### src/hdl/sst_pkg.sv
`default_nettype none

package sst_pkg;

  localparam int NUM_TYPES    = 4;
  localparam int CAPACITY     = 32;
  localparam int MAX_ENTITIES = 1024;
  localparam int DATA_WIDTH   = 32;

  localparam int FUNC_W      = 3;
  localparam int ENT_W       = 10;
  localparam int TID_W       = 2;
  localparam int STATUS_W    = 2;
  localparam int TREG_W      = 3;
  localparam int TYPE_W      = $clog2(NUM_TYPES);
  localparam int TCNT_W      = $clog2(NUM_TYPES + 1);
  localparam int SLOT_W      = $clog2(CAPACITY);
  localparam int CNT_W       = $clog2(CAPACITY + 1);
  localparam int ENT_IDX_W   = $clog2(MAX_ENTITIES);
  localparam int MAP_AW      = TYPE_W + ENT_IDX_W;
  localparam int MAP_DEPTH   = NUM_TYPES * (2 ** ENT_IDX_W);
  localparam int DENSE_AW    = TYPE_W + SLOT_W;
  localparam int DENSE_DEPTH = NUM_TYPES * (2 ** SLOT_W);

  localparam logic [FUNC_W-1:0] FN_ADD     = 3'd0;
  localparam logic [FUNC_W-1:0] FN_REMOVE  = 3'd1;
  localparam logic [FUNC_W-1:0] FN_GET     = 3'd2;
  localparam logic [FUNC_W-1:0] FN_WRITE   = 3'd3;
  localparam logic [FUNC_W-1:0] FN_DESTROY = 3'd4;

  typedef enum logic [STATUS_W-1:0] {
    STAT_OK,
    STAT_INVALID,
    STAT_NOTFOUND,
    STAT_FULL
  } sst_status_t;

  typedef enum logic [3:0] {
    ST_CLEAR,
    ST_IDLE,
    ST_CHECK,
    ST_TYPE_CHK,
    ST_LOOKUP,
    ST_DECIDE,
    ST_WR,
    ST_RD_A,
    ST_RD_B,
    ST_RM_A,
    ST_RM_B,
    ST_RM_C,
    ST_UNMAP,
    ST_NEXT_TYPE
  } sst_state_t;

  typedef struct packed {
    logic [FUNC_W-1:0]     func;
    logic [ENT_W-1:0]      entity;
    logic [TID_W-1:0]      type_id;
    logic [DATA_WIDTH-1:0] wdata;
  } sst_in_t;

  typedef struct packed {
    logic [STATUS_W-1:0]   status;
    logic [SLOT_W-1:0]     slot;
    logic [DATA_WIDTH-1:0] rdata;
    logic                  was_present;
  } sst_out_t;

  typedef struct packed {
    logic        load;
    logic        clear_step;
    logic        first_type;
    logic        next_type;
    logic        latch_hit;
    logic        rd_last;
    logic        cap_rdata;
    logic        cap_moved;
    logic        set_present;
    logic        set_slot;
    logic        set_status;
    sst_status_t status_code;
    logic        wr_data;
    logic        append;
    logic        mv;
    logic        unmap;
    logic        finish;
  } sst_cmd_t;

  typedef struct packed {
    logic              clear_last;
    logic [FUNC_W-1:0] func;
    logic              ent_bad;
    logic              type_ok;
    logic              more_types;
    logic              hit;
    logic              full;
    logic              same_slot;
  } sst_stat_t;

endpackage

`default_nettype wire

### src/hdl/sst_controller.sv
`default_nettype none

module sst_controller (
  input  logic              clk,
  input  logic              rst,
  input  logic              start,
  output logic              busy,
  input  sst_pkg::sst_stat_t stat,
  output sst_pkg::sst_cmd_t  cmd
);
  import sst_pkg::*;

  sst_state_t state;
  sst_state_t state_next;
  logic       is_destroy;

  assign is_destroy = (stat.func == FN_DESTROY);

  always_ff @(posedge clk) begin
    if (rst) begin
      state <= ST_CLEAR;
    end else begin
      state <= state_next;
    end
  end

  always_comb begin
    state_next = state;
    case (state)
      ST_CLEAR: begin
        if (stat.clear_last) state_next = ST_IDLE;
      end
      ST_IDLE: begin
        if (start) state_next = ST_CHECK;
      end
      ST_CHECK: begin
        if (stat.func > FN_DESTROY || stat.ent_bad) begin
          state_next = ST_IDLE;
        end else if (is_destroy) begin
          state_next = ST_TYPE_CHK;
        end else if (!stat.type_ok) begin
          state_next = ST_IDLE;
        end else begin
          state_next = ST_LOOKUP;
        end
      end
      ST_TYPE_CHK: begin
        state_next = stat.more_types ? ST_DECIDE : ST_IDLE;
      end
      ST_LOOKUP: state_next = ST_DECIDE;
      ST_DECIDE: begin
        if (is_destroy) begin
          state_next = stat.hit ? ST_RM_A : ST_NEXT_TYPE;
        end else if (stat.hit) begin
          case (stat.func)
            FN_REMOVE: state_next = ST_RM_A;
            FN_WRITE:  state_next = ST_WR;
            default:   state_next = ST_RD_A;
          endcase
        end else begin
          state_next = ST_IDLE;
        end
      end
      ST_WR:   state_next = ST_IDLE;
      ST_RD_A: state_next = ST_RD_B;
      ST_RD_B: state_next = ST_IDLE;
      ST_RM_A: state_next = ST_RM_B;
      ST_RM_B: state_next = ST_RM_C;
      ST_RM_C: state_next = ST_UNMAP;
      ST_UNMAP: begin
        state_next = is_destroy ? ST_NEXT_TYPE : ST_IDLE;
      end
      ST_NEXT_TYPE: state_next = ST_TYPE_CHK;
      default: state_next = ST_IDLE;
    endcase
  end

  always_comb begin
    cmd  = '0;
    busy = (state != ST_IDLE);
    case (state)
      ST_CLEAR: cmd.clear_step = 1'b1;
      ST_IDLE:  cmd.load = start;
      ST_CHECK: begin
        if (stat.func > FN_DESTROY) begin
          cmd.set_status  = 1'b1;
          cmd.status_code = STAT_NOTFOUND;
          cmd.finish      = 1'b1;
        end else if (stat.ent_bad) begin
          cmd.set_status  = 1'b1;
          cmd.status_code = STAT_INVALID;
          cmd.finish      = 1'b1;
        end else if (!is_destroy && !stat.type_ok) begin
          cmd.set_status  = 1'b1;
          cmd.status_code = STAT_NOTFOUND;
          cmd.finish      = 1'b1;
        end else begin
          cmd.first_type = 1'b1;
        end
      end
      ST_TYPE_CHK: cmd.finish = !stat.more_types;
      ST_LOOKUP: ;
      ST_DECIDE: begin
        cmd.latch_hit = 1'b1;
        if (!is_destroy && !stat.hit) begin
          cmd.finish = 1'b1;
          if (stat.func != FN_ADD) begin
            cmd.set_status  = 1'b1;
            cmd.status_code = STAT_NOTFOUND;
          end else if (stat.full) begin
            cmd.set_status  = 1'b1;
            cmd.status_code = STAT_FULL;
          end else begin
            cmd.append = 1'b1;
          end
        end
      end
      ST_WR: begin
        cmd.wr_data     = 1'b1;
        cmd.set_present = 1'b1;
        cmd.set_slot    = 1'b1;
        cmd.finish      = 1'b1;
      end
      ST_RD_A: ;
      ST_RD_B: begin
        cmd.cap_rdata   = 1'b1;
        cmd.set_present = 1'b1;
        cmd.set_slot    = 1'b1;
        cmd.finish      = 1'b1;
      end
      ST_RM_A: ;
      ST_RM_B: begin
        // The word at the hole comes back now, and the last slot's data word is addressed for the move.
        cmd.rd_last     = 1'b1;
        cmd.cap_moved   = 1'b1;
        cmd.set_present = 1'b1;
        cmd.cap_rdata   = !is_destroy;
        cmd.set_slot    = !is_destroy;
      end
      ST_RM_C: cmd.mv = !stat.same_slot;
      ST_UNMAP: begin
        cmd.unmap  = 1'b1;
        cmd.finish = !is_destroy;
      end
      ST_NEXT_TYPE: cmd.next_type = 1'b1;
      default: ;
    endcase
  end

endmodule

`default_nettype wire

### config.mk
export PLATFORM = sky130hd
export DESIGN_NAME = sst_controller
export DESIGN_NICKNAME = d
export VERILOG_FILES = /design/src/hdl/sst_pkg.sv /design/src/hdl/sst_controller.sv
export SDC_FILE = /design/constraint.sdc
export NUM_CORES = 1
export LEC_CHECK = 0
export BUFFER_PORTS_ARGS = -buffer_cell sky130_fd_sc_hd__buf_2
export CAP_MARGIN = 10
export CORE_UTILIZATION = 48
export CTS_BUF_LIST = sky130_fd_sc_hd__clkbuf_4 sky130_fd_sc_hd__clkbuf_8 sky130_fd_sc_hd__clkbuf_16
export DETAILED_ROUTE_END_ITERATION = 7
export PLACE_DENSITY_LB_ADDON = 0.05
export RECOVER_POWER = 100
export SYNTH_ARGS = -nofsm -noshare
export SYNTH_HDL_FRONTEND = slang
export SYNTH_SLANG_ARGS = --single-unit
### constraint.sdc
create_clock -name clk -period 2.2 [get_ports clk]
set_input_delay 0 -clock clk [delete_from_list [all_inputs] [get_ports clk]]
set_output_delay 0 -clock clk [all_outputs]
set_load 0.01 [all_outputs]
==> metrics.md <==
| Metric | Value |
|---|---|
| Static Leak | slightly below 0.3 nW |
| Tmin final | ~1.9 ns |
| WP buf/inv | 1 |
| RSZ-0062 raised after global routing | no |
| CP startpoint kind | register |
| CTS tree | yes |
| Final slew viol count | 0 |
| Ys flop type | dfxtp_1 |
| Post-synth EDFFs | 0 |
| Die W | between 30 and 40 µm |
| Max Cap Viol | 0 |
| Finish-stage setup viols | 0 |
| Post-Route WL | ~1.7 mm |
| Critical path's top delay family | simple AND/OR/NAND/NOR gates |
| Share of layout cells above drive strength 1 | about a fifth |
| DRC | 0 |
| Initial antenna violation count | 0 |
| Critical path endpoint category | output pin |
| Starting density of the core | around 55% |
| DR WL/cell | around 12 µm |
| Root buf cell | clkbuf_4 |
| Num rows | 12 |
| Max frequency | ~0.52 GHz |
| Worst-path maximum fanout | 11 |
| Num CTS Buffers | 3 |
| Via count | approximately 800 |
| Post-Syn Area per Cell | 6.53 µm² |
| Synth cell types | 40 |
| Setup Skew | 0.00156 ns |
| Hpwl dp | ~1.3 mm |
| DR iter-0 viols | 30 |
| Area growth syn-to-layout | 22.2% |
| Total negative setup slack | 0 ns |
| Async SR Flop Fraction | 0% |
| First-pass GRT wire length | ~2.7 mm |
| Post-synthesis sequential area ratio | between 10 and 15% |
| I/O pin cnt | 32 |
| Clock buffer depth | 2 |
| Outcome | finished, final reports clean |
| Clock Sinks | 4 |
| DR pass1 iterations | 4 |
| Gpl congestion | about 0.93 |
| HP Class | in2reg |
| Final Cycle Share | 87.9% |
| Later-pin clock latency in the skew report | between 0.2 and 0.25 ns |
| Relative slew slack | approximately three fifths |
| Port bufs | 31 |
| Antenna Violating Nets Remaining | 0 |
| Setup bufs post-CTS | 0 |
| Crit-path cells | nand2b_1, nor3_2, a32oi_1, o21ai_0, buf_2 |
| Leading area contributor after synthesis | dfxtp_1 |
| Die Height | about 39 µm |
| Vias in the first global route | a little over 600 |
| Crit path arrival time | approximately 1.9 ns |
| CP max-delay cell | dfxtp_1 |
| Cell Area, Synth | between 600 and 700 µm² |
| Synthesis-stage register bit count | 4 |
| Synth top area cells | dfxtp_1 12%, nor2_1 7.5%, o21ai_0 5.4% |
| Critical path data required time | 2.20 ns |
| Max FFs per register | 4 |
| Core footprint | between 1000 and 1500 µm² |
| Worst slew pin tran | a little under 0.6 ns |
| Cell area power density | between 300 and 400 nW/µm² |
| H-Tree Depth | 1 |
| YS warnings | 0 |
| Largest regs | state: 4 flops |
| Final Hold Fails | 0 |
| Largest Register | state |
| Via density | between 5 and 6 |
| Largest net degree at the start of global routing | 18 |
| Final nets | between 100 and 150 |
| WS Path Type | reg2out |
| Post-Syn Instances | 100 |
| Syn_nets | ~110 |
| Slowest stage delay, CP | between 0.5 and 0.6 ns |
| Commonest non-fill, non-tap cell in the layout | clkbuf_1 |
| Yosys top cell area share | roughly 12% |
| Worst-path clk slew | about 0.04 ns |
| Overall Global Routing Usage | 25.4% |
| Gr ovfl total | 0 |
| Hold-fix buffers, CTS | 0 |
| Most frequent cells in the layout | 16 x clkbuf_1, 15 x buf_2, 13 x nor2_1 |
| ANT cells | 0 |
| Total Power | between 0.0002 and 0.0003 W |
| Area of the die | ~1500 µm² |
| VDD IR max | 0.197 mV |
| PostCTS Resize Cnt | 0 |
## logic make-up after synthesis
| group | count (synthesis) | share of synthesized area (%) |
|---|---|---|
| flip-flops | 4 | 12.3 |
| XOR/XNOR | 1 | 1.34 |
| AO/OA/AOI/OAI | 31 | 30.5 |
| AND/OR/NAND/NOR | 51 | 44.8 |
| multiplexers | 2 | 3.45 |
| buffers and inverters | 11 | 7.66 |
## worst reg2reg max path, delay by kind of cell (launching register included)
kind / cells / cell delay [ns]
buf+inv: 1 / 0.25
flops: 1 / 0.53
simple gates: 2 / 0.39
compound gates: 2 / 0.31
## power by group
group / total, W / switching (W) / internal [W]
clock network: 0.0000923 / 0.0000312 / 0.0000611
registers: 0.0000831 / 0.00000755 / 0.0000756
logic: 0.0000848 / 0.0000480 / 0.0000369
total: 0.000260 / 0.0000868 / 0.000174
## per-layer routing
metal	vias up	global-route usage, %	wire length [µm]
li1	422	-	-
met1	351	35.6	851
met2	29	40.4	767
met3	2	5.78	97
met4	0	2.59	14
met5	-	0	0
## synthesized netlist by cell type, types with 2 or more instances
library cell,n
nor2b_1,3
nor3_1,4
nand2_1,9
buf_2,4
nand2b_1,5
or3b_1,2
o22ai_1,2
o21ai_1,4
and3_1,2
mux2_2,2
dfxtp_1,4
o21ai_0,7
a32oi_1,2
a21oi_1,5
nor2_1,13
a31o_1,2
nand3_1,3
inv_1,4
or3_1,2
## stage by stage
stage | setup slack, ns | instances | area, µm² | utilization [%] | hold slack [ns]
after detailed placement | 0.647 | 139 | 798 | 67.3 | 0.237
after global placement | 0.660 | 139 | 798 | 67.3 | 0.234
final | 0.267 | 142 | 798 | 67.3 | 0.0127
after global routing | 0.159 | 142 | 798 | 67.3 | 0.0127
after CTS | 0.412 | 142 | 821 | 69.2 | 0.00194
after floorplan | 0.862 | 100 | 653 | - | 0.0507
## final cells by class
| cell class | instances | area, µm² |
|---|---|---|
| Clock buffer | 3 | 22.5 |
| Sequential cell | 4 | 80.1 |
| Timing Repair Buffer | 32 | 143 |
| Tap cell | 14 | 17.5 |
| Inverter | 4 | 15.0 |
| Fill cell | 111 | 388 |
| Multi-Input combinational cell | 85 | 520 |
## path summary, 6_finish.rpt
check / start / end / slack [ns] / cells past startpoint
setup reg to reg: state[0] / state[0] / 0.61 / 5
setup / recovery: state[2] / cmd[5] / 0.27 / 5
hold / removal: rst / state[0] / 0.01 / 2
hold reg to reg: state[1] / state[3] / 0.64 / 2
Note: power is estimated with default switching activity, not from simulation.
